<file path="config.mk">
export PLATFORM = sky130hd
export DESIGN_NAME = line_substring_match_top
export DESIGN_NICKNAME = d
export VERILOG_FILES = /design/src/rtl/lsm_pkg.sv /design/src/rtl/lsm_cell.sv /design/src/rtl/lsm_out_buf.sv /design/src/rtl/line_substring_match_top.sv
export VERILOG_INCLUDE_DIRS = /design/src /design/src/rtl
export SDC_FILE = /design/constraint.sdc
export NUM_CORES = 1
export LEC_CHECK = 0
export BUFFER_PORTS_ARGS = -buffer_cell sky130_fd_sc_hd__buf_2
export CAP_MARGIN = 15
export CORE_MARGIN = 10
export CORE_UTILIZATION = 52
export DETAILED_ROUTE_END_ITERATION = 10
export GPL_TIMING_DRIVEN = 0
export HOLD_SLACK_MARGIN = 0.03
export PLACE_DENSITY = 0.8
export REMOVE_ABC_BUFFERS = 1
export SLEW_MARGIN = 20
export SYNTH_ARGS = -nofsm -noshare
export SYNTH_HDL_FRONTEND = slang
export SYNTH_SLANG_ARGS = --single-unit
</file>
<file path="constraint.sdc">
create_clock -name clk -period 6.75 [get_ports clk]
set_input_delay 0.675 -clock clk [delete_from_list [all_inputs] [get_ports clk]]
set_output_delay 0.675 -clock clk [all_outputs]
set_load 0.01 [all_outputs]
</file>
<file path="src/rtl/line_substring_match_top_defines.svh">
// assertion macros for the line substring match block
`ifndef LINE_SUBSTRING_MATCH_TOP_DEFINES_SVH
`define LINE_SUBSTRING_MATCH_TOP_DEFINES_SVH
`ifndef SYNTH
`define LSM_ASSERT(name, prop, msg) \
  name: assert property (@(posedge clk) disable iff (rst) prop) else $error(msg);
`define LSM_ASSERT_ALWAYS(name, prop, msg) \
  name: assert property (@(posedge clk) prop) else $error(msg);
`else
`define LSM_ASSERT(name, prop, msg)
`define LSM_ASSERT_ALWAYS(name, prop, msg)
`endif
`endif

</file>
<file path="src/rtl/lsm_pkg.sv">
package lsm_pkg;

  localparam int MAX_LINE_DEF    = 1024;
  localparam int PATTERN_MAX_DEF = 8;

  localparam int CHAR_W    = 8;
  localparam int PAT_BYTES = 8;
  localparam int PAT_SEL_W = 3;
  localparam int LEN_W     = 4;
  localparam int OUT_POS_W = 10;
  localparam int COUNT_W   = 16;

  localparam logic [CHAR_W-1:0]  NEWLINE_CHAR = 8'd10;
  localparam logic [CHAR_W-1:0]  ZERO_CHAR    = 8'd0;
  localparam logic [COUNT_W-1:0] COUNT_MAX    = 16'hFFFF;

  localparam logic [PAT_BYTES*CHAR_W-1:0] PATTERN_RESET = 64'h0000_0000_646C_756F;
  localparam logic [LEN_W-1:0]            LENGTH_RESET  = 4'd4;

  typedef logic [PAT_BYTES-1:0][CHAR_W-1:0] pat_t;

  typedef enum logic [0:0] {
    CFG_PATTERN_CHARS  = 1'b0,
    CFG_PATTERN_LENGTH = 1'b1
  } cfg_idx_t;

  typedef struct packed {
    logic [CHAR_W-1:0] char_in;
    logic              last_in_line;
  } in_t;

  typedef struct packed {
    logic                 match_found;
    logic [OUT_POS_W-1:0] match_index;
    logic [OUT_POS_W-1:0] line_length;
    logic [COUNT_W-1:0]   lines_matched;
  } out_t;

  typedef struct packed {
    logic shift;
    logic clear;
  } cell_ctl_t;

endpackage

</file>
<file path="src/rtl/lsm_cell.sv">
module lsm_cell #(
  parameter int INDEX = 0
) (
  input  logic                              clk,
  input  lsm_pkg::cell_ctl_t                ctl,
  input  logic [lsm_pkg::CHAR_W-1:0]        d,
  input  lsm_pkg::pat_t                     pattern,
  input  logic [lsm_pkg::LEN_W-1:0]         eff_len,
  output logic [lsm_pkg::CHAR_W-1:0]        q,
  output logic                              eq
);
  import lsm_pkg::*;

  logic                 active;
  logic [LEN_W-1:0]     pat_idx;
  logic [CHAR_W-1:0]    pat_byte;

  // this cell sees the character that sits INDEX places back in the window
  assign active   = LEN_W'(INDEX) < eff_len;
  assign pat_idx  = eff_len - LEN_W'(INDEX) - LEN_W'(1);
  assign pat_byte = pattern[pat_idx[PAT_SEL_W-1:0]];
  assign eq       = !active || (d == pat_byte);

  always_ff @(posedge clk) begin
    if (ctl.shift) begin
      q <= ctl.clear ? ZERO_CHAR : d;
    end
  end

endmodule

</file>
<file path="src/rtl/lsm_out_buf.sv">
module lsm_out_buf (
  input  logic          clk,
  input  logic          rst,
  input  logic          wr_valid,
  input  lsm_pkg::out_t wr_data,
  output logic          full,
  output logic          out_valid,
  input  logic          out_stall,
  output lsm_pkg::out_t out_data
);
  import lsm_pkg::*;

  logic skid_valid;
  out_t skid_data;
  logic out_free;

  assign out_free = !out_valid || !out_stall;
  assign full     = skid_valid;

  always_ff @(posedge clk) begin
    if (rst) begin
      out_valid  <= 1'b0;
      skid_valid <= 1'b0;
    end else if (out_free) begin
      if (skid_valid) begin
        out_data   <= skid_data;
        out_valid  <= 1'b1;
        skid_valid <= 1'b0;
      end else if (wr_valid) begin
        out_data  <= wr_data;
        out_valid <= 1'b1;
      end else begin
        out_valid <= 1'b0;
      end
    end else if (wr_valid) begin
      // output held by the receiver, park the new result
      skid_data  <= wr_data;
      skid_valid <= 1'b1;
    end
  end

endmodule

</file>
<file path="src/rtl/line_substring_match_top.sv">
// latency: a line's result is registered in the output buffer on its last character transfer,
// into the skid register while the output is held; throughput: one character per cycle while in_stall is low
// the input stalls only while both the output register and the skid register hold results
// reset (synchronous, rst high) restores the pattern registers to their defaults,
// empties the window, the line state, the output stages and the matching-line count
module line_substring_match_top #(
  parameter int MAX_LINE    = lsm_pkg::MAX_LINE_DEF,
  parameter int PATTERN_MAX = lsm_pkg::PATTERN_MAX_DEF
) (
  input  logic                                   clk,
  input  logic                                   rst,
  input  logic                                   in_valid,
  output logic                                   in_stall,
  input  lsm_pkg::in_t                           in_data,
  output logic                                   out_valid,
  input  logic                                   out_stall,
  output lsm_pkg::out_t                          out_data,
  input  logic                                   cfg_valid,
  output logic                                   cfg_ready,
  input  lsm_pkg::cfg_idx_t                      cfg_index,
  input  logic [lsm_pkg::PAT_BYTES*lsm_pkg::CHAR_W-1:0] cfg_data
);
  import lsm_pkg::*;
  `include "line_substring_match_top_defines.svh"

  localparam int POS_W = $clog2(MAX_LINE);
  localparam int EXT_W = POS_W + OUT_POS_W + LEN_W;
  localparam logic [POS_W-1:0] LAST_POS = POS_W'(MAX_LINE - 1);

  pat_t             pattern_chars;
  logic [LEN_W-1:0] pattern_length;
  logic [LEN_W-1:0] len_clip;
  logic [LEN_W-1:0] eff_len;

  logic [POS_W-1:0]   pos, pos_next, pos_inc;
  logic [POS_W-1:0]   first_start, first_start_next;
  logic               seen_match, seen_match_next;
  logic               seen_zero, seen_zero_next;
  logic [COUNT_W-1:0] match_count, match_count_next;

  logic in_acc;
  logic line_end;
  logic hit;
  logic found_now;
  logic [POS_W-1:0] index_now;
  logic [EXT_W-1:0] ext_index, ext_length;
  logic [PATTERN_MAX-1:0] eq_vec;
  logic [CHAR_W-1:0] cell_d [PATTERN_MAX];
  logic [CHAR_W-1:0] cell_q [PATTERN_MAX];
  cell_ctl_t cell_ctl;
  out_t result;
  logic buf_full;

  // configuration
  assign cfg_ready = 1'b1;

  always_ff @(posedge clk) begin
    if (rst) begin
      pattern_chars  <= pat_t'(PATTERN_RESET);
      pattern_length <= LENGTH_RESET;
    end else if (cfg_valid && cfg_ready) begin
      case (cfg_index)
        CFG_PATTERN_CHARS:  pattern_chars  <= pat_t'(cfg_data);
        CFG_PATTERN_LENGTH: pattern_length <= cfg_data[LEN_W-1:0];
        default: ;
      endcase
    end
  end

  // usable length is the pattern length clipped to PATTERN_MAX and stops at the first zero byte of the pattern
  always_comb begin
    len_clip = (pattern_length > LEN_W'(PATTERN_MAX)) ? LEN_W'(PATTERN_MAX) : pattern_length;
    eff_len  = len_clip;
    for (int k = PATTERN_MAX - 1; k >= 0; k--) begin
      if ((LEN_W'(k) < len_clip) && (pattern_chars[k] == ZERO_CHAR)) begin
        eff_len = LEN_W'(k);
      end
    end
  end

  assign in_stall = buf_full;
  assign in_acc   = in_valid && !in_stall;
  assign pos_inc  = pos + POS_W'(1);
  assign line_end = (in_data.char_in == NEWLINE_CHAR) || in_data.last_in_line ||
                    (pos_inc >= LAST_POS);

  // reset empties the window through the same clear path as a line end
  assign cell_ctl.shift = in_acc || rst;
  assign cell_ctl.clear = line_end || rst;

  // window chain
  for (genvar j = 0; j < PATTERN_MAX; j++) begin : g_cell
    if (j == 0) begin : g_head
      assign cell_d[j] = in_data.char_in;
    end else begin : g_link
      assign cell_d[j] = cell_q[j-1];
    end
    lsm_cell #(.INDEX(j)) u_cell (
      .clk     (clk),
      .ctl     (cell_ctl),
      .d       (cell_d[j]),
      .pattern (pattern_chars),
      .eff_len (eff_len),
      .q       (cell_q[j]),
      .eq      (eq_vec[j])
    );
  end

  assign seen_zero_next = seen_zero || (in_data.char_in == ZERO_CHAR);

  always_comb begin
    hit = (&eq_vec) && (eff_len != '0) && !seen_zero_next && !seen_match &&
          ((EXT_W'(pos_inc)) >= (EXT_W'(eff_len)));
    found_now = seen_match || hit;
    index_now = hit ? POS_W'(EXT_W'(pos_inc) - EXT_W'(eff_len)) : first_start;
    match_count_next = (found_now && (match_count != COUNT_MAX)) ?
                       match_count + COUNT_W'(1) : match_count;
    ext_index  = EXT_W'(index_now);
    ext_length = EXT_W'(pos_inc);

    result.match_found   = found_now;
    result.match_index   = found_now ? ext_index[OUT_POS_W-1:0] : '0;
    result.line_length   = ext_length[OUT_POS_W-1:0];
    result.lines_matched = match_count_next;

    if (line_end) begin
      pos_next         = '0;
      first_start_next = '0;
      seen_match_next  = 1'b0;
    end else begin
      pos_next         = pos_inc;
      first_start_next = index_now;
      seen_match_next  = found_now;
    end
  end

  always_ff @(posedge clk) begin
    if (rst) begin
      pos         <= '0;
      first_start <= '0;
      seen_match  <= 1'b0;
      seen_zero   <= 1'b0;
      match_count <= '0;
    end else if (in_acc) begin
      pos         <= pos_next;
      first_start <= first_start_next;
      seen_match  <= seen_match_next;
      seen_zero   <= line_end ? 1'b0 : seen_zero_next;
      if (line_end) begin
        match_count <= match_count_next;
      end
    end
  end

  lsm_out_buf u_out_buf (
    .clk       (clk),
    .rst       (rst),
    .wr_valid  (in_acc && line_end),
    .wr_data   (result),
    .full      (buf_full),
    .out_valid (out_valid),
    .out_stall (out_stall),
    .out_data  (out_data)
  );

  `LSM_ASSERT_ALWAYS(a_skid_behind_out, buf_full |-> out_valid, "skid full, output empty")
  `LSM_ASSERT(a_pos_in_range, pos < LAST_POS, "line position reached the line limit")
  `LSM_ASSERT(a_window_cleared, (in_acc && line_end) |=> (cell_q[PATTERN_MAX-1] == '0), "window")
  `LSM_ASSERT(a_count_monotonic, !$past(rst) |-> (match_count >= $past(match_count)), "count")
  `LSM_ASSERT(a_index_zero_no_match, (out_valid && !out_data.match_found) |-> (out_data.match_index == '0), "index")

endmodule
</file>
## Word level (Yosys, flattened, before mapping)

Index checks and enable logic that the tools add are counted.

| operators by class | value |
|---|---|
| add/sub/neg operators | 17 |
| magnitude comparators | 27 |
| eq/ne operators | 10 |
| mux-type cells | 36 |
| bitwise operators | 3 |
| reduce and logical (&&, ||, !) cells | 61 |

Operator list:

| kind | count |
|---|---|
| 8-bit binary-select mux with 3-bit select | 8 |
| 37-bit 2-to-1 mux | 2 |
| 8-bit logical NOT | 9 |
| 8-bit == test | 8 |
| 8-bit 2-to-1 mux | 8 |
| 10-bit 2-to-1 mux | 4 |
| 4-bit 2-to-1 mux | 9 |
| 3-bit by 4-bit < comparator with 1-bit output (first input constant) | 8 |
| 3-bit by 4-bit < comparator with 1-bit output (second input constant) | 8 |
| 3-bit by 1-bit subtractor with 3-bit output (second input constant) | 8 |
| 16-bit by 1-bit adder with 16-bit output (second input constant) | 1 |
| 1-bit by 4-bit < comparator with 1-bit output (first input constant) | 4 |
| 2-bit by 4-bit < comparator with 1-bit output (first input constant) | 4 |
| 16-bit 2-to-1 mux | 1 |
| 16-bit inequality test (second input constant) | 1 |
| 1-bit logical AND | 15 |
| 1-bit logical OR | 15 |
| 1-bit logical NOT | 13 |
| 3-bit subtractor (second input constant) | 4 |
| 10-bit by 1-bit adder with 10-bit output (second input constant) | 1 |
| 10-bit greater-or-equal comparator (second input constant) | 1 |
| 10-bit by 4-bit greater-or-equal comparator with 1-bit output | 1 |
| 10-bit by 4-bit subtractor with 10-bit output | 1 |
| 8-bit by 4-bit == test with 1-bit output (second input constant) | 1 |
| 10 further kinds | 19 |

| word-level totals | value |
|---|---|
| flip-flop bits (word level) | 238 |
| input port bits | 79 |
| logic and storage cells | 185 |

## Longest topological paths before layout

| logic depth | value |
|---|---|
| depth after elaboration | 28 |
| mapped depth | 25 |
| mapped depth without buffers | 19 |

## Modules after synthesis

A second synthesis with hierarchy kept.

| second synthesis, totals | value |
|---|---|
| cells, all modules | 1385 |
| area total of the unflattened synthesis | 15772.6 µm² |

By module, submodules not included:

| module | instances | cells each | area each (µm²) |
|---|---|---|---|
| line_substring_match_top | 1 | 707 | 5352.6 |
| lsm_out_buf | 1 | 123 | 2829.0 |
| lsm_cell (g_cell[6].u_cell) | 1 | 63 | 977.2 |
| lsm_cell (g_cell[0].u_cell) | 1 | 66 | 970.9 |
| lsm_cell (g_cell[5].u_cell) | 1 | 84 | 969.7 |
| lsm_cell (g_cell[2].u_cell) | 1 | 65 | 948.4 |
| lsm_cell (g_cell[4].u_cell) | 1 | 65 | 947.2 |
| lsm_cell (g_cell[1].u_cell) | 1 | 78 | 943.4 |
| lsm_cell (g_cell[7].u_cell) | 1 | 70 | 922.1 |
| lsm_cell (g_cell[3].u_cell) | 1 | 64 | 912.1 |

## Worst setup path before layout

Ideal clock, no wire load.

| timing | value |
|---|---|
| path type | flip-flop to flip-flop |
| start | register pos[2] |
| end | register, netlist name u_out_buf.out_data[0] |
| library setup time | 0.488 ns |
| arrival | 5.505 ns |
| setup slack | 0.757 ns |
| cell stages (with the launch flop) | 11 |
| clock period less this slack | 5.993 ns |
| path through | dfxtp_1 > and3_1 > and3_1 > and3_1 > xor2_1 > nand2_1 > o31ai_1 > and2_1 > clkbuf_1 > nor2_1 > a211oi_1 |

| on the way | value |
|---|---|
| cells in the longest elaborated chain, start to end | 6 |

Ends and longest elaborated chain:

| element | line | source |
|---|---|---|
| start: declaration | line_substring_match_top.sv:35 | `logic [POS_W-1:0] pos, pos_next, pos_inc;` |
| start signal: assignment | line_substring_match_top.sv:145 | `pos <= pos_next;` |
| 10-bit by 1-bit adder with 10-bit output | line_substring_match_top.sv:83 | `assign pos_inc = pos + POS_W'(1);` |
| net pos_inc[7] | line_substring_match_top.sv:35 |  |
| 10-bit greater-or-equal comparator | line_substring_match_top.sv:85 | `(pos_inc >= LAST_POS);` |
| 1-bit logical OR | line_substring_match_top.sv:84 | `assign line_end = (in_data.char_in == NEWLINE_CHAR) \|\| in_data.last_in_line \|\|` |
| 1-bit logical AND | line_substring_match_top.sv:158 | `.wr_valid (in_acc && line_end),` |
| 2-bit nonzero test (no line) | n/a |  |
| 3-bit AND reduction (no line) | n/a |  |

The timed path passes the listed nets, and every way through them passes these cells.
A chain may end at the register's enable or synchronous reset.

## Worst setup path in the final report

| timing | value |
|---|---|
| start | register pattern_chars[20] (netlist bit) |
| end | register, netlist name u_out_buf.out_data[0] |

| on the way | value |
|---|---|
| cells in the longest elaborated chain, start to end | 21 |
| elaborated cells on any way between the ends | 79 |
| classes of those cells | add/sub (14); order compare (9); eq/ne (8); mux (22); reduce/logical (26) |

Ends and longest elaborated chain:

| element | line | source |
|---|---|---|
| start: declaration | line_substring_match_top.sv:30 | `pat_t pattern_chars;` |
| start signal: assignment | line_substring_match_top.sv:59 | `pattern_chars <= pat_t'(PATTERN_RESET);` |
| start signal: assignment | line_substring_match_top.sv:63 | `CFG_PATTERN_CHARS: pattern_chars <= pat_t'(cfg_data);` |
| 8-bit logical NOT | line_substring_match_top.sv:75 | `if ((LEN_W'(k) < len_clip) && (pattern_chars[k] == ZERO_CHAR)) begin` |
| 1-bit logical AND | line_substring_match_top.sv:75 |  |
| 4-bit 2-to-1 mux (3 in a row) | line_substring_match_top.sv:75 |  |
| 3-bit by 1-bit subtractor with 3-bit output (tied with other cells) | lsm_cell.sv:20 | `assign pat_idx = eff_len - LEN_W'(INDEX) - LEN_W'(1);` |
| 3-bit by 1-bit subtractor with 3-bit output | lsm_cell.sv:20 |  |
| 8-bit binary-select mux with 3-bit select | lsm_cell.sv:21 | `assign pat_byte = pattern[pat_idx[PAT_SEL_W-1:0]];` |
| 8-bit 2-to-1 mux (not written as such) | lsm_cell.sv:21 |  |
| 8-bit == test | lsm_cell.sv:22 | `assign eq = !active \|\| (d == pat_byte);` |
| 1-bit logical OR | lsm_cell.sv:22 |  |
| 8-bit AND reduction | line_substring_match_top.sv:112 | `hit = (&eq_vec) && (eff_len != '0) && !seen_zero_next && !seen_match &&` |
| 1-bit logical AND (3 in a row) | line_substring_match_top.sv:112 |  |
| 1-bit logical AND * | line_substring_match_top.sv:112 |  |
| 1-bit logical OR * | line_substring_match_top.sv:114 | `found_now = seen_match \|\| hit;` |
| 1-bit logical AND * | line_substring_match_top.sv:116 | `match_count_next = (found_now && (match_count != COUNT_MAX)) ?` |
| 16-bit 2-to-1 mux * | line_substring_match_top.sv:116 |  |
| 37-bit 2-to-1 mux * | lsm_out_buf.sv:29 | `end else if (wr_valid) begin` |
| 37-bit 2-to-1 mux * | lsm_out_buf.sv:25 | `if (skid_valid) begin` |

Every way passes the cells marked *; elsewhere a longest branch is shown, timed or not. The select of a mux whose other input is x is not followed.

==> impl_results.md <==
* EDFF count, synth at 130
* RSZ-0062 raised after global routing: false
* Worst setup SP type: flip-flop
* Root Driver: clkbuf_16
* Largest family of logic cells by synthesized area: simple AND/OR/NAND/NOR gates
* Reg2Reg Setup Slack at 250 ps
* Rel. slew slack at 0.430
* Io pins at 119
* Design Power at 4.02 mW
* Final Max Tran Viols at 0
* Netlist cell types at 90
* Leakage at 6.33 nW
* Avg Vias per Cell at between 6 and 7
* # rows at 61
* Async SR Flop Fraction at 0
* Synth Area in XOR/XNOR at 0.0727
* Post-route insts no fill at slightly above 2,000
* Setup Skew at 24.4 ps
* Setup ws final at 247 ps
* Initial antenna violation count at 1
* # nets final at 1,703
* P&R area growth vs syn at 13.4%
* Worst min path class: in2reg
* Placer congestion estimate at ~0.95
* TritonCTS buffer count at 26
* TritonCTS clock tree: done
* CP arrival at approximately 6900 ps
* Die Y at 189 um
* CTS Hold Bufs at 0
* Sequential-to-total area share from yosys stat at 0.410
* DR vias at 12,900
* Yosys reg bits at 238
* VDD IR max at 0.162 mV
* Synth Area in Compound Gates at 0.142
* Period utilisation layout at 0.963
* Worst path max stage delay at ~700 ps
* Period minus WS final at 6500 ps
* Crit-path slowest cell: o211a_4
* Largest fanout on the critical path at between 40 and 50
* Total congestion overflow at 0
* Clock latency on the worst-skew pair at 560 ps
* Bufs on Longest Clock Path at 3
* First DRT Iteration DRCs at roughly 1,600
* GRT Resource Usage Total at 0.236
* CTS H-Tree Depth at 1
* Most frequent cells in the layout: 215 x nand2_1, 130 x edfxtp_1, 118 x buf_2
* CTS clk-pin slew, worst paths at around 70 ps
* Max Clock Freq at 154 MHz
* Pwr/cell area at 240 mW/mm2
* Drt pass-1 iters at 8
* Crit path cell chain: nor4_1, a41oi_1, a21o_1, o211a_4, clkinv_4, xnor2_2, nor2_1, o32ai_1, nor3_1, or4_4, nor4_4, o2111ai_1, o31a_2, buf_12, or3_1, a31oi_1
* Slew @ Worst Pin at 854 ps
* Simple-gate share of the synthesized area at 0.185
* Post-route ant nets at 0
* CP Buf/Inv Count at 2
* Layout cells sized above 1 at 0.176
* DIE AREA at 0.0356 mm2
* Starting Density at 0.530
* Number of global-route vias before repair at ~12,000
* Post-Route WL at 44,100 um
* Cell count after placement at 1,951
* Dpl ws at -778 ps
* Die span in x at 189 um
* Status: complete, no violations
* Final hold vios at 0
* First-pass GRT wire length at 68,400 um
* Cell area after synthesis at 0.0148 mm2
* Mux contribution to synthesized area at 0.135
* CTS Sinks at 238
* Synth Area in Adders at 0.0107
* PortBufs at 117
* Largest net degree at the start of global routing at 61
* Drt drc at 0
* CP top delay family: compound AO/OA/AOI/OAI gates
* Average cell area after synthesis at between 9 and 10 um2
* Yosys warnings at 0
* Setup violators final at 0
* Top FF cell, synth: edfxtp_1
* Number of max-cap violations at 0
* Syn Inst Count at 1,548
* Crit path required time at 7110 ps
* Routed length per instance at 21.9 um
* Crit path capture type: flip-flop
* Crit Path Category: reg2reg
* Core region area at 0.0279 mm2
* Most common cell after layout, fill and taps aside: nand2_1
* HPWL reported at the end of detailed placement at ~30,000 um
## per-layer routing
metal | vias up | global-route usage | wire, um
li1 | 5822 | - | -
met1 | 6201 | 0.304 | 16900
met2 | 728 | 0.375 | 20200
met3 | 165 | 0.0478 | 4770
met4 | 0 | 0.110 | 2250
met5 | - | 0 | 0
## final cells by class
type                            count  area [um2]
Antenna cell                        1        2.50
Clock buffer                       34         742
Clock inverter                     14         115
Fill cell                        2319       11200
Inverter                           30         135
Multi-Input combinational cell   1171        8250
Sequential cell                   238        6070
Tap cell                          378         473
Timing Repair Buffer              145         998
## synthesized netlist by cell type (5+ instances only)
master       n  area share
nor3_1      34       0.012
o211ai_1    16      0.0081
o22ai_1     10      0.0042
buf_1        7      0.0018
clkbuf_1    75       0.019
nor2b_1      8      0.0034
o21ai_0     62       0.021
a22o_1       5      0.0030
nand4_1     13      0.0055
a21oi_1    104       0.035
nor2_1      61       0.015
dfxtp_1    108        0.15
buf_6        6      0.0046
inv_1       25      0.0063
nand3b_1    17      0.0086
mux4_2      25       0.038
nand2b_1    12      0.0051
or2_2        7      0.0030
xor2_1      57       0.034
mux2_2      21       0.016
a221oi_1     6      0.0036
ha_1        11      0.0093
buf_2       13      0.0044
buf_4        8      0.0041
o21a_1       6      0.0030
a31oi_1     17      0.0072
o31ai_1     15      0.0076
nand3_1     42       0.014
and3_1      18      0.0076
and2_1      55       0.023
nor4_1      25       0.011
or4_1       10      0.0051
a211o_1      7      0.0041
nand2_1    216       0.055
o2111ai_1   12      0.0071
xnor2_1     59       0.035
a41oi_1      8      0.0047
a21o_1       6      0.0030
or3_1       13      0.0055
a211oi_1    16      0.0081
mux2i_1    117       0.079
edfxtp_1   130        0.26
## kinds of logic after synthesis
group	after synthesis
AOI/OAI and AO/OA	324
xor gates and xnor gates	119
adders and majority gates	12
buffers and inverters	141
DFF	238
muxes	165
other	1
and+or+nand+nor	548
## per-stage QoR
stage	hold WS, ps	area, um2	util	setup TNS (ps)
2_1_floorplan	424	14300	-	-214860
3_3_place_gp	433	15300	0.548	-583400
3_5_place_dp	445	15700	0.563	-33490
4_1_cts	331	16700	0.597	0
5_1_grt	342	16800	0.601	0
6_report	339	16800	0.601	0
## final timing paths
| kind | to | cells past startpoint | startpoint |
|---|---|---|---|
| setup / recovery | u_out_buf.out_data[0] | 16 | pattern_chars[20] |
| hold / removal | pattern_chars[8] | 2 | cfg_data[8] |
| setup reg to reg | u_out_buf.out_data[0] | 16 | pattern_chars[20] |
| hold reg to reg | first_start[4] | 2 | first_start[4] |
## timing repair
item                       4_1_cts  5_1_grt
buffers inserted                 2        7
resized for setup                7        9
setup endpoints to repair       80       56
cloned                           2        0
pin swaps                        3        2
## registers in the layout, indices dropped and copies added (netlist names)
register             cells
pattern_chars           64
g_cell.u_cell.q         56
u_out_buf.out_data      37
u_out_buf.skid_data     37
match_count             16
first_start             10
pos                     10
pattern_length           4
seen_match               1
seen_zero                1
u_out_buf.full           1
u_out_buf.out_valid      1
## power by group
part	internal (mW)	switching [mW]
sequential	1.57	0.0927
clock	0.816	0.605
combinational	0.405	0.529
Note: power is estimated with default switching activity, not from simulation.
